[src/hw/rtl/btc_pkg.sv]
`timescale 1ns / 1ps

package btc_pkg;

    // Internal fixed-point format: signed 64-bit words with this many fraction bits.
    localparam int INTERNAL_FRAC_BITS = 24;
    localparam int SH_W = 6;

    localparam logic signed [63:0] ONE_F     = 64'sd1 <<< INTERNAL_FRAC_BITS;
    localparam logic signed [63:0] V_OFFSET  = 64'sd64000 <<< INTERNAL_FRAC_BITS;
    localparam logic signed [63:0] P4_SCALE  = 64'sd1 <<< (16 + INTERNAL_FRAC_BITS);
    localparam logic signed [63:0] DIV_MUL   = 64'sd6250;
    localparam logic signed [63:0] PRESS_MAX = 64'sd67108863;
    localparam logic signed [63:0] UNIT_ONE  = 64'sd1;
    localparam logic [63:0]        TEMP_DEN  = 64'd5120 << 14;
    localparam logic [20:0]        ADC_FULL  = 21'd1048576;
    localparam int                 V_SHIFT   = INTERNAL_FRAC_BITS - 11;

    // Rounding shifts applied after each product.
    localparam logic [SH_W-1:0] SH_NONE = SH_W'(0);
    localparam logic [SH_W-1:0] SH_FRAC = SH_W'(INTERNAL_FRAC_BITS);
    localparam logic [SH_W-1:0] SH_2    = SH_W'(2);
    localparam logic [SH_W-1:0] SH_4    = SH_W'(4);
    localparam logic [SH_W-1:0] SH_12   = SH_W'(12);
    localparam logic [SH_W-1:0] SH_15   = SH_W'(15);
    localparam logic [SH_W-1:0] SH_19   = SH_W'(19);
    localparam logic [SH_W-1:0] SH_31   = SH_W'(31);
    localparam logic [SH_W-1:0] SH_OUT  = SH_W'(INTERNAL_FRAC_BITS - 8);

    // Configuration register indexes.
    localparam logic [1:0] CFG_TEMP_TRIM = 2'd0;
    localparam logic [1:0] CFG_PRES_A    = 2'd1;
    localparam logic [1:0] CFG_PRES_B    = 2'd2;
    localparam logic [1:0] CFG_PRES_C    = 2'd3;

    // Command codes.
    localparam logic [1:0] CMD_BOTH  = 2'd0;
    localparam logic [1:0] CMD_TEMP  = 2'd1;
    localparam logic [1:0] CMD_PRESS = 2'd2;

    typedef struct packed {
        logic                    start;
        logic signed [63:0]      a;
        logic signed [63:0]      b;
        logic [SH_W-1:0]         sh;
    } mul_req_t;

    typedef struct packed {
        logic                    done;
        logic signed [63:0]      res;
        logic [127:0]            prod;
    } mul_rsp_t;

    typedef struct packed {
        logic                    start;
        logic [127:0]            dividend;
        logic [63:0]             divisor;
    } div_req_t;

    typedef struct packed {
        logic                    done;
        logic [127:0]            quo;
        logic [127:0]            quo_rnd;
    } div_rsp_t;

    typedef struct packed {
        logic                    ready;
        logic                    done;
    } core_stat_t;

    // Magnitude of a signed word; the most negative value maps to 2^63.
    function automatic logic [63:0] mag64(input logic signed [63:0] v);
        return v[63] ? (64'd0 - 64'(v)) : 64'(v);
    endfunction

    // Saturating signed add.
    function automatic logic signed [63:0] sadd64(input logic signed [63:0] a,
                                                  input logic signed [63:0] b);
        logic signed [64:0] s;
        s = {a[63], a} + {b[63], b};
        if (s[64] != s[63])
            return s[64] ? {1'b1, 63'd0} : {1'b0, {63{1'b1}}};
        return s[63:0];
    endfunction

    // Apply a sign to a 128-bit magnitude and saturate to the signed 64-bit range.
    function automatic logic signed [63:0] signsat(input logic neg,
                                                   input logic [127:0] m);
        if (|m[127:63])
            return neg ? {1'b1, 63'd0} : {1'b0, {63{1'b1}}};
        return neg ? (64'd0 - m[63:0]) : m[63:0];
    endfunction

endpackage

[src/hw/rtl/btc_div.sv]
`timescale 1ns / 1ps

module btc_div
(
    input  logic              clk,
    input  logic              rst_n,
    input  btc_pkg::div_req_t req,
    output btc_pkg::div_rsp_t rsp
);
    import btc_pkg::*;

    logic         busy_reg;
    logic         fin_reg;
    logic         done_reg;
    logic [6:0]   cnt_reg;
    logic [127:0] dq_reg;
    logic [63:0]  rem_reg;
    logic [63:0]  d_reg;
    logic [127:0] quo_rnd_reg;

    logic [63:0]  cand;
    logic         ge;
    logic [63:0]  rem_sub;
    logic         rnd;

    // One restoring step: the remainder stays below the divisor, so 64 bits hold it.
    always_comb
    begin
        cand    = {rem_reg[62:0], dq_reg[127]};
        ge      = cand >= d_reg;
        rem_sub = ge ? (cand - d_reg) : cand;
        rnd     = rem_reg >= (d_reg - rem_reg);
    end

    // Step counter and completion.
    always_ff @(posedge clk or negedge rst_n)
    begin
        if (!rst_n)
        begin
            busy_reg <= 1'b0;
            fin_reg  <= 1'b0;
            done_reg <= 1'b0;
            cnt_reg  <= 7'd0;
        end
        else
        begin
            done_reg <= busy_reg && fin_reg;
            if (req.start)
            begin
                busy_reg <= 1'b1;
                fin_reg  <= 1'b0;
                cnt_reg  <= 7'd0;
            end
            else if (busy_reg)
            begin
                if (fin_reg)
                begin
                    busy_reg <= 1'b0;
                    fin_reg  <= 1'b0;
                end
                else
                begin
                    cnt_reg <= cnt_reg + 7'd1;
                    if (&cnt_reg)
                        fin_reg <= 1'b1;
                end
            end
        end
    end

    // Quotient shifts in where the dividend shifts out.
    always_ff @(posedge clk)
    begin
        if (req.start)
        begin
            dq_reg  <= req.dividend;
            rem_reg <= 64'd0;
            d_reg   <= req.divisor;
        end
        else if (busy_reg)
        begin
            if (fin_reg)
                quo_rnd_reg <= dq_reg + {127'd0, rnd};
            else
            begin
                dq_reg  <= {dq_reg[126:0], ge};
                rem_reg <= rem_sub;
            end
        end
    end

    assign rsp.done    = done_reg;
    assign rsp.quo     = dq_reg;
    assign rsp.quo_rnd = quo_rnd_reg;

endmodule

[config.mk]
export PLATFORM = sky130hd
export DESIGN_NAME = btc_div
export DESIGN_NICKNAME = d
export VERILOG_FILES = /design/src/hw/rtl/btc_pkg.sv /design/src/hw/rtl/btc_div.sv
export SDC_FILE = /design/constraint.sdc
export NUM_CORES = 1
export LEC_CHECK = 0
export BUFFER_PORTS_ARGS = -buffer_cell sky130_fd_sc_hd__buf_2
export CORE_MARGIN = 2
export CORE_UTILIZATION = 35
export CTS_CLUSTER_SIZE = 14
export DETAILED_ROUTE_END_ITERATION = 10
export GPL_TIMING_DRIVEN = 1
export PLACE_DENSITY_LB_ADDON = 0.2
export SYNTH_ARGS = -nofsm -noshare
export SYNTH_HDL_FRONTEND = slang
export SYNTH_SLANG_ARGS = --single-unit
[constraint.sdc]
create_clock -name clk -period 14.9 [get_ports clk]
set_input_delay 2.98 -clock clk [delete_from_list [all_inputs] [get_ports clk]]
set_output_delay 2.98 -clock clk [all_outputs]
set_load 0.03 [all_outputs]
After elaboration in Yosys (flattened, before gate mapping)
Cells that the tools add are included.
Widths: inputs -> output; s select.
{"block": "word_totals", "ff_bits": 394, "output_inout_bits": 257, "elab_cells": 37}
{"block": "op_classes", "addsub": 4, "n_lt_le_gt_ge": 2, "n_eq_ne": 1, "mux": 14, "bitwise_logic": 2, "n_reduce_logical": 6}
{"op": "$mux 128", "n": 3}
{"op": "$add 128x1->128", "n": 1}
{"op": "$ge 64x64->1", "n": 2}
{"op": "$sub 64x64->64", "n": 2}
{"op": "$mux 64", "n": 1}
{"op": "$mux 7", "n": 3}
{"op": "$add 7x1->7 const B", "n": 1}
{"op": "$mux 1", "n": 7}
{"op": "$reduce_and 7->1", "n": 1}
{"op": "$reduce_and 2->1", "n": 2}
{"op": "$reduce_and 3->1", "n": 1}
{"op": "$ne 2x2->1 const B", "n": 1}
{"op": "$not 1->1", "n": 2}
{"op": "$reduce_bool 2->1", "n": 1}
{"op": "$logic_and 1x1->1", "n": 1}

Longest topological paths before layout
Gate-level depths: netlist of the first run.
{"block": "depth", "ltp_word": 5, "mapped_depth": 38, "depth_no_buf": 37}

Worst setup path after synthesis of the first run
Ideal clock, no wire load.
{"block": "synth_timing", "path_kind": "input-to-reg", "startpoint": "in req[192] (netlist bit)", "endpoint": "reg quo_rnd_reg[0], enable pin", "setup_ns": 0.501, "arrival_time_ns": 6.388, "setup_slack_ns": 8.011, "stages": 4, "path_buffers": 2, "path_cell_list": "clkbuf_1 clkbuf_1 clkinv_1 and2_1"}
{"block": "synth_via", "elab_chain_cells": 2}
{"item": "start: declaration", "line_no": "btc_div.sv:7", "source": "input btc_pkg::div_req_t req,"}
{"item": "$not 1->1 (no source line)"}
{"item": "$reduce_and 3->1 (no source line)"}
{"item": "end signal: assignment", "line_no": "btc_div.sv:83", "source": "quo_rnd_reg <= dq_reg + {127'd0, rnd};"}
{"item": "end: declaration", "line_no": "btc_div.sv:19", "source": "logic [127:0] quo_rnd_reg;"}
Every way passes these cells.
A chain may end at the register's enable or synchronous reset.

Worst setup path in the final report of the first run
{"block": "layout_timing", "startpoint": "reg d_reg[0]", "endpoint": "reg quo_rnd_reg[104], data pin"}
{"block": "layout_via", "elab_chain_cells": 3}
{"item": "start: declaration", "line_no": "btc_div.sv:18", "source": "logic [63:0] d_reg;"}
{"item": "start signal: assignment", "line_no": "btc_div.sv:78", "source": "d_reg <= req.divisor;"}
{"item": "$sub 64x64->64", "line_no": "btc_div.sv:32", "source": "rnd = rem_reg >= (d_reg - rem_reg);"}
{"item": "$ge 64x64->1", "line_no": "btc_div.sv:32"}
{"item": "$add 128x1->128", "line_no": "btc_div.sv:83"}
Every way passes these cells.

==> metrics, run 1 <==
vias in the first global route roughly 22000; pin count of the biggest net entering global routing 83; RSZ-0062 raised after global routing false; total number of H-tree levels 2; top-count cell post-synth sky130_fd_sc_hd__edfxtp_1; first-iteration detailed-routing DRC count between 1500 and 2000; total gr overflow 0; time the final worst path needs with I/O delays and setup 8630 ps; post-synthesis cell type with the largest combined area sky130_fd_sc_hd__edfxtp_1; top-level port count 452; hold-fix buffers at CTS 0; total length of routed met2 wires approximately 42000 um; Relative slew margins 29.14%; GR Util All Layers 21.76%; synthesis-to-finish area growth 18.01%; start point of the worst hold path rem_reg[1]; Worst-path clk slew around 60 ps; post-detailed-route DRC marker count 0; status complete, no violations; fraction of the yosys area taken by sequential cells between 40% and 50%; final-layout fill cell count 7297; clock latency on the worst-skew pair 610 ps; overall die area 77150 sq um; tightest hold margin 524.1 ps; share of flip-flops with an asynchronous set or reset 2.538%; WL met3 between 4000 and 5000 um; Core Box Area 74320 sq um; Clock Sinks 394; buffer type at the clock tree root sky130_fd_sc_hd__clkbuf_16; top sig layer met5; Final Power 3091 uW; Reg-to-Reg Start d_reg[0]; start-to-end type of the worst setup path register to register; post-DP HPWL 68060 um; number of antenna violations at the first check in global routing 9; Crit. Startpoint d_reg[0]; number of distinct standard cells referenced by the synthesized netlist 78; net total in the final layout 3420; transition time of the tightest slew-check pin 1063 ps; Post-synth EDFFs 320; path class of the lowest-slack min-delay path register to register; Final period util approximately 58%; Design Area, Final 30960 sq um; cell area after technology mapping 26230 sq um; number of core rows 100; endpoint class of the critical path register; warnings from Yosys 0; Critical-path top delay cell sky130_fd_sc_hd__a311oi_1; Post-Syn Instances 2629; total vias in the final route 21960; Worst VDD drop 0.00007911 V; average wire per cell in the routed design 21.56 um; worst stage delay on the critical path between 600 and 700 ps; setup tns final 0 ps; cell types with the highest counts after synthesis sky130_fd_sc_hd__edfxtp_1, sky130_fd_sc_hd__a21oi_1, sky130_fd_sc_hd__ha_1; routed wire length 87110 um; DR vias/cell 5.437; number of detailed-route iterations in the first pass 5; post-CTS resize count 0; routed length on met1 37840 um; share of the synthesized area in the top cell type 36.63%; synthesized area per cell between 9 and 10 sq um; P per Cell Area 99.84 nW/um^2; Die Span Y 277.8 um; # Post-CTS Setup Buffers 0; CTS tree built; Final Setup Violations 0; register bit total from synthesis 394; worst-case clock skew 26.45 ps; share of final-layout standard cells stronger than drive strength 1 between 20% and 30%; die outline width 277.8 um; number of buffers on the longest clock path 3; Final GP Congestion about 0.91; crit-path most repeated cell sky130_fd_sc_hd__ha_1; final standard cell count with taps included and fillers excluded a little over 4000; number of maximum-capacitance violations 0; required time at the worst-slack endpoint 15250 ps; f_max 115.9 MHz; Arr. time, crit path between 8000 and 9000 ps; Post-DRT Antenna Nets 0; ys flop type sky130_fd_sc_hd__edfxtp_1; total CTS buffers just under 50; static power due to leakage between 0.01 and 0.015 uW; Final Hold Vio Count 0; starting utilization of the core area 35.29%; placed cell count 3947; Worst Path Max Fanout 12; net count of the mapped netlist between 3000 and 4000; top cells by area in the synthesized netlist sky130_fd_sc_hd__edfxtp_1, sky130_fd_sc_hd__ha_1, sky130_fd_sc_hd__xnor2_1; global-route wire length before repair 131600 um; final count of pins violating max slew 0; port buffer count 451; placed cell area 29340 sq um; critical path launch point type register
==> stage by stage <==
| stage | util, % | setup WS (ps) |
|---|---|---|
| floorplan | - | 8011 |
| global placement | 39.48 | 6488 |
| detailed placement | 39.48 | 6200 |
| CTS | 41.64 | 6199 |
| global route | 41.64 | 5658 |
| finish | 41.65 | 6270 |
==> area by class of cell <==
type	count	area, sq um	area share (%)
antenna	2	5.005	0.01617
clock buffer	58	1260	4.070
clock inverter	33	347.8	1.124
inverter	183	686.9	2.219
multi-input combinational	1936	13930	45.00
sequential	394	11140	35.99
tap	969	1212	3.917
timing repair buffer	465	2372	7.663
==> routing by layer <==
metal | GRT usage, % | up-vias
met5 | 0 | -
met4 | 5.378 | 6
met3 | 3.580 | 130
met2 | 38.16 | 639
met1 | 27.80 | 10700
li1 | - | 10490
==> critical path: cells and delay by family, from the launching register on <==
kind | cells | cell delay [ps]
compound gates | 9 | 2600
xor+xnor | 2 | 290
fa+ha+maj | 5 | 1370
buf+inv | 3 | 350
flops | 1 | 420
simple gates | 13 | 3330
==> cells by family after synthesis <==
kind of cell	after synthesis	synth area share (%)
simple gates	712	13.51
xor+xnor	247	8.247
fa+ha+maj	196	9.406
mux	164	6.849
buf+inv	299	4.488
flops	394	42.47
compound gates	617	15.03
==> layout by cell type, fill, tap and decap left out, drive strengths merged, types with 17 or more instances in the layout <==
cell,netlist,routed
nand2b,22,22
and4,17,17
clkbuf,82,58
clkinv,1,26
nor2,155,155
and2,17,17
edfxtp,320,320
a21oi,212,212
and3,35,35
xor2,82,82
o21ai,113,113
nor2b,24,24
a31oi,19,19
nand3,99,99
nor3,41,41
buf,34,465
o21bai,32,32
nand2,171,171
xnor2,165,165
a211oi,58,58
mux2i,40,40
inv,182,184
ha,194,194
mux2,124,124
nand4,93,93
a21o,75,75
dfxtp,64,64
o21a,17,17
==> report_power, final <==
group,switching [uW],internal [uW]
sequential,85.8,1260
combinational,320,209
clock,505,710
==> path summary, 6_finish.rpt <==
kind | endpoint | slack, ps | cells past startpoint
setup / recovery | quo_rnd_reg[104] | 6270 | 32
hold reg to reg | rem_reg[1] | 520 | 2
hold / removal | rem_reg[1] | 520 | 2
max in group asynchronous | done_reg | 12470 | 1
min in group asynchronous | cnt_reg[3] | 2230 | 1
setup reg to reg | quo_rnd_reg[104] | 6270 | 32
No activity file was read; power rests on OpenSTA's default activity.
==> inputs of run 2 (changes only) <==
- clock period: 14.9 -> 7.95 ns (I/O delays scaled with it)
==> run 2 against run 1 <==
Effect of this change:
- critical path depth rose by 2
- flip-flop and latch count did not move
- worst setup slack got worse by 5700 ps
- clock skew rose by 4.3 ps
- clock-buffer cell count fell by 3
- combinational power rose by 88%
- die area did not move
- register-to-register slack got worse by 5700 ps
- global-route usage barely moved
- critical path type unchanged
- highest routed layer unchanged
==> metrics, run 2 (synthesized netlist as in run 1, its figures left out) <==
share of final-layout standard cells stronger than drive strength 1 23.29% (+0.91 points); hold-fix buffers at CTS 0 (unchanged); synthesis-to-finish area growth 18.71%; vias in the first global route 21920 (+1.6%); Final period util 93.02% (+35 points); fraction of power spent switching nets 29.25% (-0.23 points); die outline width 277.8 um (unchanged); Arr. time, crit path 7730 ps (-1250 ps); global-route wire length before repair 131400 um (-0.10%); routed wire length 86900 um (-0.24%); net total in the final layout 3430 (+0.29%); hold depth 2 (unchanged); first-iteration detailed-routing DRC count 1525 (-6.3%); most frequent standard cell in the layout excluding fill and tap cells sky130_fd_sc_hd__buf_2; endpoint class of the critical path register; Clock Sinks 394 (unchanged); setup slack, reg-to-reg 560 ps (-5720 ps); Relative slew margins 33.17% (+4.0 points); buffer type at the clock tree root sky130_fd_sc_hd__clkbuf_16; total CTS buffers 48 (-2.0%); critical path launch point type register; worst stage delay on the critical path 420 ps (-200 ps); total vias in the final route 21940 (-0.13%); GR Util All Layers 21.74% (-0.023 points); number of buffers on the longest clock path 3 (unchanged); total number of H-tree levels 2 (unchanged); total gr overflow 0 (unchanged); Critical-path top delay cell sky130_fd_sc_hd__edfxtp_1; Final Hold Vio Count 0 (unchanged); switching component of the power 1691 uW (+86%); final count of pins violating max slew 0 (unchanged); number of antenna violations at the first check in global routing 15 (+6); clock latency on the worst-skew pair 610 ps (about the same); Die Span Y 277.8 um (unchanged); status complete, no violations; Worst Path Max Fanout 6 (-6); Pint 4088 uW (+88%); number of maximum-capacitance violations 0 (unchanged); Worst-path clk slew 60 ps (about the same); worst min-delay path endpoint rem_reg[32]; post-DP HPWL 67950 um (-0.16%); worst reg-to-reg path cell count 34 (+6.3%); Final Setup Violations 0 (unchanged); RSZ-0062 raised after global routing false; pin count of the biggest net entering global routing 79 (-4.8%); time the final worst path needs with I/O delays and setup 7395 ps (-1235 ps); Seq pwr share 43.6% (about the same); starting utilization of the core area 35.29% (unchanged); Core Box Area 74320 sq um (unchanged); required time at the worst-slack endpoint 8280 ps (-6970 ps); port buffer count 451 (unchanged); number of core rows 100 (unchanged); start point of the worst hold path rem_reg[32]; CTS tree built; combinational group share of total power 17.2% (about the same); Post-DRT Antenna Nets 0 (unchanged); overall die area 77150 sq um (unchanged); Reg-to-Reg Start d_reg[0]; proportion of power drawn by the clock network 39.2% (about the same); most used cells in the layout excluding fill and tap cells sky130_fd_sc_hd__buf_2, sky130_fd_sc_hd__edfxtp_1, sky130_fd_sc_hd__a21oi_1; number of detailed-route iterations in the first pass 5 (unchanged); top-level port count 452 (unchanged); pre-CTS setup slack -18.47 ps (-6218 ps); P per Cell Area 185.6 nW/um^2 (+86%); start-to-end type of the worst setup path register to register; path class of the lowest-slack min-delay path register to register; DR vias/cell 5.415 (-0.40%); transition time of the tightest slew-check pin 1002 ps (-60.49 ps); post-detailed-route DRC marker count 0 (unchanged); crit-path most repeated cell sky130_fd_sc_hd__ha_1; setup tns final 0 ps (unchanged); Final GP Congestion 0.9133 (+0.78%); average wire per cell in the routed design 21.45 um (-0.51%); f_max 135.2 MHz (+17%); worst-case clock skew 30.70 ps (+4.253 ps); reg-to-reg critical path endpoint quo_rnd_reg[94]; final-layout fill cell count 7253 (-0.60%); static power due to leakage 0.01279 uW (+0.63%); Worst VDD drop 0.0001364 V (+72%); Setup WS post-layout 555.0 ps (-5715 ps)
==> run 2: cell types whose count changed in the layout (fill, tap and decap cells not counted), moves of 2 or more <==
cell                        previous run  this run
sky130_fd_sc_hd__clkbuf_1              9         4
sky130_fd_sc_hd__nor4_1                8         6
sky130_fd_sc_hd__clkinv_1             13        10
sky130_fd_sc_hd__buf_4                14        25
sky130_fd_sc_hd__nor4_2                0         2
sky130_fd_sc_hd__clkbuf_16            49        51
sky130_fd_sc_hd__nor3_2                1         3
sky130_fd_sc_hd__o21ai_2               1         3
sky130_fd_sc_hd__nor3_1               40        38
sky130_fd_sc_hd__diode_2               2         4
==> run 2: power by group through the flow <==
stage	registers [uW]	logic, uW	clock network [uW]
2_1_floorplan	2630	555	0
3_3_place_gp	2560	974	0
3_5_place_dp	2560	984	0
4_1_cts	2520	990	2330
5_1_grt	2530	1090	2410
6_report	2520	995	2260
==> run 2: worst max-delay path by stage <==
stage | depth (start not counted) | start | end | slack [ps]
floorplan | 32 | d_reg[0] | quo_rnd_reg[94] | 1620
global placement | 33 | d_reg[0] | quo_rnd_reg[94] | 160
detailed placement | 33 | d_reg[0] | quo_rnd_reg[94] | -20
CTS | 33 | d_reg[0] | quo_rnd_reg[94] | 40
global route | 35 | rem_reg[12] | quo_rnd_reg[70] | 20
finish | 34 | d_reg[0] | quo_rnd_reg[94] | 560
==> run 2: repair_timing <==
action,4_1_cts,5_1_grt
endpoints found under the setup margin,5,83
setup buffers,0,1
resized for setup,0,17
endpoints found under the hold margin,0,0
pin swaps,1,3
==> run 2: per-stage QoR <==
step           util (%)  hold WS (ps)  instance area (sq um)  total power (uW)  std cells
2_1_floorplan         -         477.3                  26230              3187       2629
3_3_place_gp      39.58         498.2                  29420              3533       3957
3_5_place_dp      39.58         515.5                  29420              3546       3957
4_1_cts           41.78         521.9                  31050              5837       4046
5_1_grt           41.90         569.9                  31140              6028       4050
6_report          41.90         523.9                  31140              5779       4051
==> run 2: worst max-delay path: cells and delay by family (launching register included) <==
family	cells	cell delay (ps)
AO/OA/AOI/OAI	9	1990
XOR/XNOR	2	320
adder cells (fa/ha/maj)	5	1290
buffers and inverters	5	630
flip-flops	1	420
AND/OR/NAND/NOR	13	2460
==> run 2: per-layer routing <==
metal	part of all wire [%]	global-route usage [%]	vias up
met5	0.069	0	-
met3	6.0	4.043	136
met1	43	27.31	10600
met2	49	37.61	692
met4	2.7	6.888	10
li1	-	-	10500
==> run 2: final cells by class <==
cell class	count	area, sq um	area share [%]
multi-input cells	1936	14000	44.97
inverters	183	686.9	2.206
diodes	4	10.01	0.03214
repair buffers	476	2455	7.883
flip-flops and latches	394	11140	35.78
clock inverters	34	339.1	1.089
well taps	969	1212	3.893
clock buffers	55	1291	4.147
