--- src/hw/rtl/btc_pkg.sv ---
`timescale 1ns / 1ps

package btc_pkg;

    // Internal fixed-point format: signed 64-bit words with this many fraction bits.
    localparam int INTERNAL_FRAC_BITS = 24;
    localparam int SH_W = 6;

    localparam logic signed [63:0] ONE_F     = 64'sd1 <<< INTERNAL_FRAC_BITS;
    localparam logic signed [63:0] V_OFFSET  = 64'sd64000 <<< INTERNAL_FRAC_BITS;
    localparam logic signed [63:0] P4_SCALE  = 64'sd1 <<< (16 + INTERNAL_FRAC_BITS);
    localparam logic signed [63:0] DIV_MUL   = 64'sd6250;
    localparam logic signed [63:0] PRESS_MAX = 64'sd67108863;
    localparam logic signed [63:0] UNIT_ONE  = 64'sd1;
    localparam logic [63:0]        TEMP_DEN  = 64'd5120 << 14;
    localparam logic [20:0]        ADC_FULL  = 21'd1048576;
    localparam int                 V_SHIFT   = INTERNAL_FRAC_BITS - 11;

    // Rounding shifts applied after each product.
    localparam logic [SH_W-1:0] SH_NONE = SH_W'(0);
    localparam logic [SH_W-1:0] SH_FRAC = SH_W'(INTERNAL_FRAC_BITS);
    localparam logic [SH_W-1:0] SH_2    = SH_W'(2);
    localparam logic [SH_W-1:0] SH_4    = SH_W'(4);
    localparam logic [SH_W-1:0] SH_12   = SH_W'(12);
    localparam logic [SH_W-1:0] SH_15   = SH_W'(15);
    localparam logic [SH_W-1:0] SH_19   = SH_W'(19);
    localparam logic [SH_W-1:0] SH_31   = SH_W'(31);
    localparam logic [SH_W-1:0] SH_OUT  = SH_W'(INTERNAL_FRAC_BITS - 8);

    // Configuration register indexes.
    localparam logic [1:0] CFG_TEMP_TRIM = 2'd0;
    localparam logic [1:0] CFG_PRES_A    = 2'd1;
    localparam logic [1:0] CFG_PRES_B    = 2'd2;
    localparam logic [1:0] CFG_PRES_C    = 2'd3;

    // Command codes.
    localparam logic [1:0] CMD_BOTH  = 2'd0;
    localparam logic [1:0] CMD_TEMP  = 2'd1;
    localparam logic [1:0] CMD_PRESS = 2'd2;

    typedef struct packed {
        logic                    start;
        logic signed [63:0]      a;
        logic signed [63:0]      b;
        logic [SH_W-1:0]         sh;
    } mul_req_t;

    typedef struct packed {
        logic                    done;
        logic signed [63:0]      res;
        logic [127:0]            prod;
    } mul_rsp_t;

    typedef struct packed {
        logic                    start;
        logic [127:0]            dividend;
        logic [63:0]             divisor;
    } div_req_t;

    typedef struct packed {
        logic                    done;
        logic [127:0]            quo;
        logic [127:0]            quo_rnd;
    } div_rsp_t;

    typedef struct packed {
        logic                    ready;
        logic                    done;
    } core_stat_t;

    // Magnitude of a signed word; the most negative value maps to 2^63.
    function automatic logic [63:0] mag64(input logic signed [63:0] v);
        return v[63] ? (64'd0 - 64'(v)) : 64'(v);
    endfunction

    // Saturating signed add.
    function automatic logic signed [63:0] sadd64(input logic signed [63:0] a,
                                                  input logic signed [63:0] b);
        logic signed [64:0] s;
        s = {a[63], a} + {b[63], b};
        if (s[64] != s[63])
            return s[64] ? {1'b1, 63'd0} : {1'b0, {63{1'b1}}};
        return s[63:0];
    endfunction

    // Apply a sign to a 128-bit magnitude and saturate to the signed 64-bit range.
    function automatic logic signed [63:0] signsat(input logic neg,
                                                   input logic [127:0] m);
        if (|m[127:63])
            return neg ? {1'b1, 63'd0} : {1'b0, {63{1'b1}}};
        return neg ? (64'd0 - m[63:0]) : m[63:0];
    endfunction

endpackage

--- src/hw/rtl/btc_core.sv ---
`timescale 1ns / 1ps

module btc_core
(
    input  logic                clk,
    input  logic                rst_n,
    input  logic                start,
    input  logic [1:0]          command,
    input  logic [19:0]         raw_temp,
    input  logic [19:0]         raw_press,
    input  logic                take,
    input  logic [47:0]         temp_trim,
    input  logic [63:0]         pres_trim_a,
    input  logic [63:0]         pres_trim_b,
    input  logic [15:0]         pres_trim_c,
    output btc_pkg::core_stat_t stat,
    output logic [23:0]         temp_res,
    output logic [25:0]         press_res,
    output logic                ok_res,
    output btc_pkg::mul_req_t   mul_req,
    input  btc_pkg::mul_rsp_t   mul_rsp,
    output btc_pkg::div_req_t   div_req,
    input  btc_pkg::div_rsp_t   div_rsp
);
    import btc_pkg::*;

    localparam logic [4:0] ST_IDLE   = 5'd0;
    localparam logic [4:0] ST_T_MUL1 = 5'd1;
    localparam logic [4:0] ST_T_MUL2 = 5'd2;
    localparam logic [4:0] ST_T_MUL3 = 5'd3;
    localparam logic [4:0] ST_T_ADD  = 5'd4;
    localparam logic [4:0] ST_T_DIV  = 5'd5;
    localparam logic [4:0] ST_P_V    = 5'd6;
    localparam logic [4:0] ST_P_SQ   = 5'd7;
    localparam logic [4:0] ST_P_A1   = 5'd8;
    localparam logic [4:0] ST_P_A2   = 5'd9;
    localparam logic [4:0] ST_P_A3   = 5'd10;
    localparam logic [4:0] ST_P_A4   = 5'd11;
    localparam logic [4:0] ST_P_B1   = 5'd12;
    localparam logic [4:0] ST_P_B2   = 5'd13;
    localparam logic [4:0] ST_P_B3   = 5'd14;
    localparam logic [4:0] ST_P_B4   = 5'd15;
    localparam logic [4:0] ST_P_B5   = 5'd16;
    localparam logic [4:0] ST_P_P1   = 5'd17;
    localparam logic [4:0] ST_P_P2M  = 5'd18;
    localparam logic [4:0] ST_P_P2D  = 5'd19;
    localparam logic [4:0] ST_P_X1   = 5'd20;
    localparam logic [4:0] ST_P_X2   = 5'd21;
    localparam logic [4:0] ST_P_Y    = 5'd22;
    localparam logic [4:0] ST_P_S1   = 5'd23;
    localparam logic [4:0] ST_P_S2   = 5'd24;
    localparam logic [4:0] ST_P_S3   = 5'd25;
    localparam logic [4:0] ST_P_Q    = 5'd26;
    localparam logic [4:0] ST_DONE   = 5'd27;

    logic [4:0]         state_reg, state_next;
    logic               issued_reg, issued_next;
    logic [1:0]         cmd_reg, cmd_next;
    logic [19:0]        raw_temp_reg, raw_temp_next;
    logic [19:0]        raw_press_reg, raw_press_next;
    logic signed [31:0] last_temp_reg, last_temp_next;
    logic [23:0]        tout_reg, tout_next;
    logic [25:0]        pout_reg, pout_next;
    logic               ok_reg, ok_next;
    logic signed [63:0] rv_reg, rv_next;
    logic signed [63:0] rsq_reg, rsq_next;
    logic signed [63:0] ra_reg, ra_next;
    logic signed [63:0] rb_reg, rb_next;
    logic signed [63:0] rp_reg, rp_next;
    logic signed [63:0] rx_reg, rx_next;
    logic signed [63:0] ry_reg, ry_next;

    logic signed [63:0] t2, t3, p1, p2, p3, p4, p5x2, p6, p7f, p8, p9;
    logic signed [20:0] n21;
    logic signed [63:0] n64;
    logic signed [63:0] lt64;
    logic [63:0]        lt_mag;
    logic [63:0]        lt_q;
    logic [23:0]        tout_stored;
    logic [23:0]        tmag;
    logic [20:0]        pdiff;
    logic signed [63:0] pbase;
    logic signed [63:0] mr;
    logic               is_mul;

    // Trim fields, sign-extended where signed.
    always_comb
    begin
        t2   = {{48{temp_trim[31]}}, temp_trim[31:16]};
        t3   = {{48{temp_trim[47]}}, temp_trim[47:32]};
        p1   = {48'd0, pres_trim_a[15:0]};
        p2   = {{48{pres_trim_a[31]}}, pres_trim_a[31:16]};
        p3   = {{48{pres_trim_a[47]}}, pres_trim_a[47:32]};
        p4   = {{48{pres_trim_a[63]}}, pres_trim_a[63:48]};
        p5x2 = {{47{pres_trim_b[15]}}, pres_trim_b[15:0], 1'b0};
        p6   = {{48{pres_trim_b[31]}}, pres_trim_b[31:16]};
        p7f  = {{48{pres_trim_b[47]}}, pres_trim_b[47:32]} <<< INTERNAL_FRAC_BITS;
        p8   = {{48{pres_trim_b[63]}}, pres_trim_b[63:48]};
        p9   = {{48{pres_trim_c[15]}}, pres_trim_c};
    end

    // Small derived values used by single steps.
    always_comb
    begin
        n21         = $signed({1'b0, raw_temp_reg}) - $signed({1'b0, temp_trim[15:0], 4'd0});
        n64         = {{43{n21[20]}}, n21};
        lt64        = {{32{last_temp_reg[31]}}, last_temp_reg};
        lt_mag      = mag64(lt64);
        lt_q        = (lt_mag + 64'd2048) >> 12;
        tout_stored = lt64[63] ? (24'd0 - lt_q[23:0]) : lt_q[23:0];
        tmag        = div_rsp.quo[35:12] + {23'd0, div_rsp.quo[11]};
        pdiff       = ADC_FULL - {1'b0, raw_press_reg};
        pbase       = {43'd0, pdiff} <<< INTERNAL_FRAC_BITS;
        mr          = mul_rsp.res;
    end

    // Operand selection for the shared multiplier.
    always_comb
    begin
        is_mul    = 1'b1;
        mul_req.a = UNIT_ONE;
        mul_req.b = UNIT_ONE;
        mul_req.sh = SH_NONE;
        unique case (state_reg)
            ST_T_MUL1: begin mul_req.a = n64;    mul_req.b = t2;                        end
            ST_T_MUL2: begin mul_req.a = n64;    mul_req.b = n64;                       end
            ST_T_MUL3: begin mul_req.a = ry_reg; mul_req.b = t3;                        end
            ST_P_SQ:   begin mul_req.a = rv_reg; mul_req.b = rv_reg; mul_req.sh = SH_FRAC; end
            ST_P_A1:   begin mul_req.a = rsq_reg; mul_req.b = p6; mul_req.sh = SH_15;   end
            ST_P_A2:   begin mul_req.a = rv_reg; mul_req.b = p5x2;                      end
            ST_P_A3:   begin mul_req.a = ra_reg; mul_req.sh = SH_2;                     end
            ST_P_A4:   begin mul_req.a = p4;     mul_req.b = P4_SCALE;                  end
            ST_P_B1:   begin mul_req.a = rsq_reg; mul_req.b = p3; mul_req.sh = SH_19;   end
            ST_P_B2:   begin mul_req.a = rv_reg; mul_req.b = p2;                        end
            ST_P_B3:   begin mul_req.a = rb_reg; mul_req.sh = SH_19;                    end
            ST_P_B4:   begin mul_req.a = rb_reg; mul_req.sh = SH_15;                    end
            ST_P_B5:   begin mul_req.a = rb_reg; mul_req.b = p1;                        end
            ST_P_P1:   begin mul_req.a = ra_reg; mul_req.sh = SH_12;                    end
            ST_P_P2M:  begin mul_req.a = rp_reg; mul_req.b = DIV_MUL;                   end
            ST_P_X1:   begin mul_req.a = rp_reg; mul_req.b = rp_reg; mul_req.sh = SH_FRAC; end
            ST_P_X2:   begin mul_req.a = rx_reg; mul_req.b = p9; mul_req.sh = SH_31;    end
            ST_P_Y:    begin mul_req.a = rp_reg; mul_req.b = p8; mul_req.sh = SH_15;    end
            ST_P_S3:   begin mul_req.a = rx_reg; mul_req.sh = SH_4;                     end
            ST_P_Q:    begin mul_req.a = rp_reg; mul_req.sh = SH_OUT;                   end
            default:   is_mul = 1'b0;
        endcase
        mul_req.start = is_mul && !issued_reg;
    end

    // Divider requests: the temperature scale, or the pressure quotient.
    always_comb
    begin
        div_req.start = ((state_reg == ST_T_DIV) && !issued_reg)
                     || ((state_reg == ST_P_P2M) && mul_rsp.done);
        if (state_reg == ST_T_DIV)
        begin
            div_req.dividend = {64'd0, mag64(rx_reg)};
            div_req.divisor  = TEMP_DEN;
        end
        else
        begin
            div_req.dividend = mul_rsp.prod << INTERNAL_FRAC_BITS;
            div_req.divisor  = mag64(rb_reg);
        end
    end

    // Sequencer: most steps issue one operation and write back when it completes.
    always_comb
    begin
        state_next     = state_reg;
        issued_next    = issued_reg | mul_req.start | div_req.start;
        cmd_next       = cmd_reg;
        raw_temp_next  = raw_temp_reg;
        raw_press_next = raw_press_reg;
        last_temp_next = last_temp_reg;
        tout_next      = tout_reg;
        pout_next      = pout_reg;
        ok_next        = ok_reg;
        rv_next        = rv_reg;
        rsq_next       = rsq_reg;
        ra_next        = ra_reg;
        rb_next        = rb_reg;
        rp_next        = rp_reg;
        rx_next        = rx_reg;
        ry_next        = ry_reg;

        unique case (state_reg)
            ST_IDLE:
            begin
                issued_next = 1'b0;
                if (start)
                begin
                    cmd_next       = command;
                    raw_temp_next  = raw_temp;
                    raw_press_next = raw_press;
                    tout_next      = 24'd0;
                    pout_next      = 26'd0;
                    ok_next        = 1'b0;
                    priority if ((command == CMD_BOTH) || (command == CMD_TEMP))
                        state_next = ST_T_MUL1;
                    else if (command == CMD_PRESS)
                    begin
                        tout_next  = tout_stored;
                        state_next = ST_P_V;
                    end
                    else
                        state_next = ST_DONE;
                end
            end
            ST_T_MUL1:
                if (mul_rsp.done) begin rx_next = mr; issued_next = 1'b0; state_next = ST_T_MUL2; end
            ST_T_MUL2:
                if (mul_rsp.done) begin ry_next = mr; issued_next = 1'b0; state_next = ST_T_MUL3; end
            ST_T_MUL3:
                if (mul_rsp.done) begin ry_next = mr; issued_next = 1'b0; state_next = ST_T_ADD; end
            ST_T_ADD:
            begin
                rx_next    = (rx_reg <<< 20) + ry_reg;
                state_next = ST_T_DIV;
            end
            ST_T_DIV:
                if (div_rsp.done)
                begin
                    last_temp_next = rx_reg[63] ? (32'sd0 - $signed(div_rsp.quo_rnd[31:0]))
                                                : $signed(div_rsp.quo_rnd[31:0]);
                    tout_next      = rx_reg[63] ? (24'd0 - tmag) : tmag;
                    issued_next    = 1'b0;
                    state_next     = (cmd_reg == CMD_BOTH) ? ST_P_V : ST_DONE;
                end
            ST_P_V:
            begin
                rv_next    = (((lt64 <<< 2) + lt64) <<< V_SHIFT) - V_OFFSET;
                state_next = ST_P_SQ;
            end
            ST_P_SQ:
                if (mul_rsp.done) begin rsq_next = mr; issued_next = 1'b0; state_next = ST_P_A1; end
            ST_P_A1:
                if (mul_rsp.done) begin ra_next = mr; issued_next = 1'b0; state_next = ST_P_A2; end
            ST_P_A2:
                if (mul_rsp.done)
                begin
                    ra_next = sadd64(ra_reg, mr); issued_next = 1'b0; state_next = ST_P_A3;
                end
            ST_P_A3:
                if (mul_rsp.done) begin ra_next = mr; issued_next = 1'b0; state_next = ST_P_A4; end
            ST_P_A4:
                if (mul_rsp.done)
                begin
                    ra_next = sadd64(ra_reg, mr); issued_next = 1'b0; state_next = ST_P_B1;
                end
            ST_P_B1:
                if (mul_rsp.done) begin rb_next = mr; issued_next = 1'b0; state_next = ST_P_B2; end
            ST_P_B2:
                if (mul_rsp.done)
                begin
                    rb_next = sadd64(rb_reg, mr); issued_next = 1'b0; state_next = ST_P_B3;
                end
            ST_P_B3:
                if (mul_rsp.done) begin rb_next = mr; issued_next = 1'b0; state_next = ST_P_B4; end
            ST_P_B4:
                if (mul_rsp.done)
                begin
                    rb_next = sadd64(ONE_F, mr); issued_next = 1'b0; state_next = ST_P_B5;
                end
            ST_P_B5:
                if (mul_rsp.done)
                begin
                    // A zero divisor ends the item with no pressure.
                    rb_next     = mr;
                    issued_next = 1'b0;
                    state_next  = (mr == 64'sd0) ? ST_DONE : ST_P_P1;
                end
            ST_P_P1:
                if (mul_rsp.done)
                begin
                    rp_next = sadd64(pbase, 64'sd0 - mr); issued_next = 1'b0; state_next = ST_P_P2M;
                end
            ST_P_P2M:
                if (mul_rsp.done) state_next = ST_P_P2D;
            ST_P_P2D:
                if (div_rsp.done)
                begin
                    rp_next     = signsat(rp_reg[63] ^ rb_reg[63], div_rsp.quo_rnd);
                    issued_next = 1'b0;
                    state_next  = ST_P_X1;
                end
            ST_P_X1:
                if (mul_rsp.done) begin rx_next = mr; issued_next = 1'b0; state_next = ST_P_X2; end
            ST_P_X2:
                if (mul_rsp.done) begin rx_next = mr; issued_next = 1'b0; state_next = ST_P_Y; end
            ST_P_Y:
                if (mul_rsp.done) begin ry_next = mr; issued_next = 1'b0; state_next = ST_P_S1; end
            ST_P_S1:
            begin
                rx_next    = sadd64(rx_reg, ry_reg);
                state_next = ST_P_S2;
            end
            ST_P_S2:
            begin
                rx_next    = sadd64(rx_reg, p7f);
                state_next = ST_P_S3;
            end
            ST_P_S3:
                if (mul_rsp.done)
                begin
                    rp_next = sadd64(rp_reg, mr); issued_next = 1'b0; state_next = ST_P_Q;
                end
            ST_P_Q:
                if (mul_rsp.done)
                begin
                    // Clamp to the output range.
                    priority if (mr[63])
                        pout_next = 26'd0;
                    else if (mr > PRESS_MAX)
                        pout_next = PRESS_MAX[25:0];
                    else
                        pout_next = mr[25:0];
                    ok_next     = 1'b1;
                    issued_next = 1'b0;
                    state_next  = ST_DONE;
                end
            ST_DONE:
            begin
                issued_next = 1'b0;
                if (take)
                    state_next = ST_IDLE;
            end
            default:
                state_next = ST_IDLE;
        endcase
    end

    // Control state and the stored temperature.
    always_ff @(posedge clk or negedge rst_n)
    begin
        if (!rst_n)
        begin
            state_reg     <= ST_IDLE;
            issued_reg    <= 1'b0;
            last_temp_reg <= 32'sd0;
        end
        else
        begin
            state_reg     <= state_next;
            issued_reg    <= issued_next;
            last_temp_reg <= last_temp_next;
        end
    end

    // Working registers.
    always_ff @(posedge clk)
    begin
        cmd_reg       <= cmd_next;
        raw_temp_reg  <= raw_temp_next;
        raw_press_reg <= raw_press_next;
        tout_reg      <= tout_next;
        pout_reg      <= pout_next;
        ok_reg        <= ok_next;
        rv_reg        <= rv_next;
        rsq_reg       <= rsq_next;
        ra_reg        <= ra_next;
        rb_reg        <= rb_next;
        rp_reg        <= rp_next;
        rx_reg        <= rx_next;
        ry_reg        <= ry_next;
    end

    assign stat.ready = (state_reg == ST_IDLE);
    assign stat.done  = (state_reg == ST_DONE);
    assign temp_res   = tout_reg;
    assign press_res  = pout_reg;
    assign ok_res     = ok_reg;

endmodule

--- config.mk ---
export PLATFORM = sky130hd
export DESIGN_NAME = btc_core
export DESIGN_NICKNAME = d
export VERILOG_FILES = /design/src/hw/rtl/btc_pkg.sv /design/src/hw/rtl/btc_core.sv
export SDC_FILE = /design/constraint.sdc
export NUM_CORES = 2
export LEC_CHECK = 0
export BUFFER_PORTS_ARGS = -buffer_cell sky130_fd_sc_hd__buf_2
export CORE_AREA = 2 2 412 414
export CTS_BUF_LIST = sky130_fd_sc_hd__clkbuf_8
export CTS_CLUSTER_DIAMETER = 60
export DETAILED_ROUTE_END_ITERATION = 12
export DIE_AREA = 0 0 414 416
export PLACE_DENSITY = 0.64
export SYNTH_ARGS = -nofsm -noshare
export SYNTH_HDL_FRONTEND = slang
export SYNTH_SLANG_ARGS = --single-unit
--- constraint.sdc ---
create_clock -name clk -period 10.7 [get_ports clk]
set_input_delay 0.535 -clock clk [delete_from_list [all_inputs] [get_ports clk]]
set_output_delay 0.535 -clock clk [all_outputs]
set_load 0.01 [all_outputs]
Word-level counts from Yosys, hierarchy flattened
Index checks and enable logic that the tools add are counted.
{ "op_classes": {"n_div": 0, "bitwise_logic": 3, "order_cmp": 1, "n_mul": 0, "mux": 117, "reduce_logical": 46, "n_shift": 0, "n_addsub": 22, "eq_ne": 63} }
{ "op_table": {"columns": ["cell", "n"], "rows": [
  ["$mux W64", 36],
  ["$pmux W64 S14", 1],
  ["$pmux W64 S3", 3],
  ["$pmux W64 S9", 1],
  ["$add A64 B64 Y65", 4],
  ["$pmux W64 S4", 1],
  ["$sub A1 B64 Y64 const A", 4],
  ["$mux W192", 1],
  ["$mux W24", 6],
  ["$pmux W5 S28", 1],
  ["$mux W5", 27],
  ["$mux W26", 4],
  ["$add A26 B64 Y65 const A", 1],
  ["$add A46 B64 Y65", 1],
  ["$add A64 B40 Y65", 1],
  ["$reduce_or A65 Y1", 1],
  ["$add A64 B64 Y64", 1],
  ["$gt A64 B27 Y1 const B", 1],
  ["$logic_not A64 Y1", 1],
  ["$eq A5 B5 Y1 const B", 12],
  ["$pmux W26 S2", 1],
  ["$sub A48 B41 Y49 const B", 1],
  ["$ne A2 B2 Y1 const B", 24],
  ["$pmux W24 S2", 1],
  ["42 further kinds", 117]
]} }
{ "word_totals": {"ramBits": 0, "reg_bits": 579, "latch_bits": 0, "memories": 0, "rom_bits": 0, "word_cells": 268} }

Logic depth before layout (Yosys ltp)
{ "depth": {"depth_word": 9, "depth_mapped": 25} }

Worst setup path after synthesis
OpenSTA, ideal clock, no wires.
{ "synth_timing": {"path_type": "register to register", "from": "reg state_reg[4]", "to": "reg rp_reg[0] (enable)", "period_less_slack_ps": 6592, "t_required_ps": 10126, "path_stages_with_launch": 7, "arrival_ps": 6017, "path_buffers": 4, "setup_time_ps": 574, "setup_slack_ps": 4108, "cell_sequence": "dfrtp_1 -> clkbuf_1 -> clkbuf_1 -> clkbuf_1 -> clkbuf_1 -> nand3_1 -> o21ai_0"} }
{ "synth_between": {"elab_chain_cells": 3, "word_cells_on_any_way": 8, "cone_classes": "eq/ne (6); reduce/logical (2)"} }
{ "synth_lines": {"columns": ["item", "line", "source"], "rows": [
  ["start: declaration", "btc_core.sv:56", "logic [4:0] state_reg, state_next;"],
  ["start signal: assignment", "btc_core.sv:344", "state_reg <= state_next;"],
  ["$eq A5 B5 Y1", "btc_core.sv:187", "unique case (state_reg)"],
  ["$ne A2 B2 Y1 (no source line) / $reduce_bool A3 Y1 (equally long branches)", null, null],
  ["$reduce_and A4 Y1 (no source line) *", null, null],
  ["end signal: assignment", "btc_core.sv:363", "rp_reg <= rp_next;"],
  ["end: declaration", "btc_core.sv:69", "logic signed [63:0] rp_reg, rp_next;"]
]} }
Mark *: on every way between the ends. The rest lies on a longest branch, timed or not.
A chain may end at the register's enable or synchronous reset.

Final worst setup path
{ "layout_timing": {"from": "in mul_rsp[132] (netlist bit)", "to": "reg rp_reg[34] (data pin)"} }
{ "layout_between": {"elab_chain_cells": 9, "word_cells_on_any_way": 20, "cone_classes": "add/sub (3); eq/ne (2); mux (15)"} }
{ "layout_lines": {"columns": ["item", "line", "source"], "rows": [
  ["start: declaration", "btc_core.sv:21", "input btc_pkg::mul_rsp_t mul_rsp,"],
  ["$sub A1 B64 Y64", "btc_core.sv:276", "rp_next = sadd64(pbase, 64'sd0 - mr); issued_next = 1'b0; state_next = ST_P_P2M;"],
  ["$add A46 B64 Y65", "btc_pkg.sv:80", "s = {a[63], a} + {b[63], b};"],
  ["$ne A1 B1 Y1", "btc_pkg.sv:81", "if (s[64] != s[63])"],
  ["$mux W1", "btc_pkg.sv:81", null],
  ["$mux W1", "btc_core.sv:274", "if (mul_rsp.done)"],
  ["$mux W1", "btc_core.sv:187", null],
  ["$mux W64", "btc_pkg.sv:83", "return s[63:0];"],
  ["$mux W64", "btc_core.sv:274", null],
  ["$pmux W64 S3 *", "btc_core.sv:187", null],
  ["net rp_next[34]", "btc_core.sv:69", null]
]} }
The timed path passes the listed nets; every way through them passes the cells marked *. The select of a mux whose other input is x is not followed.

==> run metrics <==
status=complete, no violations; Syn Nets=8,663; hold path endpoint=last_temp_reg[2]; HP Class=input port to flip-flop; Die W=414 um; detailed placement HPWL=roughly 270,000 um; grt ovf=0; initial core utilization=36.1%; reg2reg setup slack=around 3.6 ns; WL final=~350,000 um; slowest stage delay, CP=between 1 and 1.5 ns; f_max=between 100 and 150 MHz; Syn Area/Cell=around 8.0 um^2; Final Cell Area=approximately 70,000 um^2; CP Launch Type=input port; clock sink total=551; Setup violations, final=0; DR WL/cell=32.4 um; CP arrival=7.98 ns; first-pass GRT wire length=roughly 480,000 um; Post-CTS Setup Bufs=0; Bufs and invs on worst path=2; layout cells sized above 1=between 10% and 20%; DR DRC count=0; Req. time, crit path=11.29 ns; CP Class=input port to flip-flop; Mapped Cells=between 7,000 and 8,000; Buffers on Ports=940; clock slew at reported path FFs=0.06 ns; Num CTS Buffers=about 110; Core ar.=168,000 um^2; Seq cells post-synth=between 500 and 600; vias per inst=6.55; Hold Startpoint=div_rsp[2]; Placer Congestion=around 1.1; clock skew=0.0814 ns; area grow syn2layout=17.0%; peak supply drop=190 uV; shortest period the worst path allows=around 7.4 ns; measured slew at the worst slew-check pin=between 1 and 1.5 ns; First-pass DRT Iterations=9; final worst slack=3.31 ns; H-tree level count=3; max-cap viol count=0; non-filler cells, final=10,700; main flop type after synthesis=edfxtp_1; slowest cell on the critical path=nor3_1; DIE AREA=172,000 um^2; Setup Slack @ Placement=2.84 ns; Tcrit/Tclk final=a little under 70%; final-stage net count=9,440; via count=approximately 70,000; worst path cell trace=buf_2 -> buf_4 -> nor4_2 -> nand4b_1 -> nor3_1 -> nand2_1 -> nor2_1 -> xnor2_1 -> ha_1 -> nand2_1 -> o211ai_1 -> and4_1 -> o21ai_0 -> a211oi_1 -> o21ai_1 -> nor4_2 -> mux2_2 -> and3_1 -> a21oi_1 -> nand2_1; commonest non-fill, non-tap cell in the layout=buf_2; Yosys cell types=96; Post-synth EDFFs=roughly 510; LEAKAGE=28.5 nW; Final Hold Vio Count=0; Max FO, Critical Path=12; DP Cell Count=~10,000; I/O Pins=approximately 1,100; cts hold-fix bufs=slightly above 60; Yosys top cell by area=edfxtp_1; Final Util=between 40% and 50%; vias in the first global route=63,700; Tot Pwr=between 15 and 20 mW; Post-synth ARST share=under 10%; Synth Cell Area=60,700 um^2; Top delay family on crit path=simple AND/OR/NAND/NOR gates; max-slew violations=0; Area contributors post-synth=edfxtp_1 (25%), ha_1 (8.7%), o21ai_0 (5.8%), a21oi_1 (5.2%), xnor2_1 (5.1%); placed cell areas=67,700 um^2; Seq/Total Area, Yosys=about 27%; pwr/cell area=278 nW/um^2; Hold Path Stages=3; Setup crit end kind=flip-flop; fillers=~17,000; drt initial violations=11,400; total global-route track usage=38.0%; R2R Path Start=rx_reg[26]; remaining antenna violation count=0; depth of the most critical reg-to-reg path=18; CTS Root Buffer Type=clkbuf_8; Clock Tree Buf Depth=3; commonest cells after routing, fill and taps aside=buf_2 (940), nand2_1 (711), o21ai_0 (699); TritonCTS clock tree=yes; post-cts resize count=0; Die Y=between 400 and 500 um; setup TNS=0 ns; Clock Latency Late Sink=0.91 ns; max_slew headroom=4.25%; smallest hold slack=between 0.07 and 0.08 ns; yosys warns=0; Yosys top cell area share=between 20% and 30%; CP dominant cell by count=nand2_1; r2r endpoint=rx_reg[51]; initial antenna violation count=approximately 80; RSZ-0062 raised after global routing=false; largest net degree at the start of global routing=between 100 and 150; num rows=~150
==> logic make-up (layout without fill, tap and decap cells) <==
| kind of cell | count (synthesis) | count (layout) | share of synthesized area [%] |
|---|---|---|---|
| AOI/OAI and AO/OA | 2690 | 2690 | 29.0 |
| xor gates and xnor gates | 708 | 708 | 10.3 |
| adders and majority gates | 477 | 477 | 9.76 |
| buffers and inverters | 653 | 1527 | 4.13 |
| DFF | 551 | 551 | 27.0 |
| muxes | 23 | 23 | 0.392 |
| other | 1 | 43 | 0.00618 |
| and+or+nand+nor | 2441 | 2441 | 19.5 |
==> worst max-delay path by stage <==
stage               slack [ns]          from  cells after the start    endpoint
floorplan                 4.11  state_reg[4]                      6   rp_reg[0]
global placement          2.87  mul_rsp[132]                     20   rp_reg[1]
detailed placement        2.84  mul_rsp[132]                     20  rp_reg[55]
CTS                       3.75  mul_rsp[132]                     20  rp_reg[33]
global route              3.14  mul_rsp[132]                     20  rp_reg[15]
finish                    3.31  mul_rsp[132]                     20  rp_reg[34]
==> per-layer routing <==
| metal | vias up | routed length, um | track usage, % |
|---|---|---|---|
| li1 | 30300 | - | - |
| met1 | 33700 | 137000 | 51.2 |
| met2 | 4947 | 142000 | 55.0 |
| met3 | 878 | 44600 | 9.85 |
| met4 | 40 | 21300 | 20.9 |
| met5 | - | 283 | 0 |
==> synth_stat cells, types with 30 or more instances <==
| cell type | n |
|---|---|
| o22ai_1 | 36 |
| nor2_1 | 592 |
| edfxtp_1 | 513 |
| nand3_1 | 196 |
| nand4_1 | 140 |
| o21ai_0 | 701 |
| or3_1 | 73 |
| a211oi_1 | 35 |
| o41ai_1 | 36 |
| and3_1 | 72 |
| nand2b_1 | 83 |
| inv_1 | 175 |
| xnor2_1 | 355 |
| a21oi_1 | 634 |
| o31ai_1 | 84 |
| a21o_1 | 239 |
| o211ai_1 | 81 |
| and2_1 | 97 |
| maj3_1 | 46 |
| nand2_1 | 713 |
| dfrtp_1 | 38 |
| ha_1 | 422 |
| o21bai_1 | 67 |
| a221o_1 | 48 |
| nor3_1 | 151 |
| or4_1 | 50 |
| xor2_1 | 351 |
| or2_2 | 30 |
| nor4_1 | 85 |
| a31oi_1 | 95 |
| clkbuf_1 | 442 |
| a222oi_1 | 128 |
| a221oi_1 | 52 |
| a22oi_1 | 94 |
| o2111ai_1 | 67 |
| nor2b_1 | 83 |
| o21a_1 | 83 |
==> worst register-to-register path, stage by stage (launching register included) <==
cell and delay, ns:
edfxtp_1 0.64, ha_1 0.47, o21a_1 0.16, a211oi_1 0.10, o31ai_1 0.45, a211oi_1 0.18
o31ai_1 0.75, a31oi_1 0.27, o311a_1 0.37, o31ai_1 0.44, a21o_1 0.19, a21oi_1 0.08
xnor2_1 0.13, ha_1 0.96, inv_1 0.66, a31oi_2 0.28, buf_4 0.43, o21ai_0 0.23
o2111ai_1 0.15
==> report_power, final <==
group          switching (mW)  internal (mW)
sequential              0.989           3.20
clock                    1.17           1.43
combinational            8.52           4.42
total                    10.7           9.05
==> final cells by class <==
cell class / count / area, um^2 / area share (%)
multi-input cells: 6340 / 42200 / 59.5
flip-flops and latches: 551 / 16400 / 23.0
repair buffers: 1140 / 6360 / 8.96
well taps: 2218 / 2780 / 3.91
clock buffers: 113 / 1560 / 2.19
clock inverters: 98 / 945 / 1.33
inverters: 176 / 661 / 0.931
diodes: 42 / 105 / 0.148
Power figures use the tool's default switching activity.
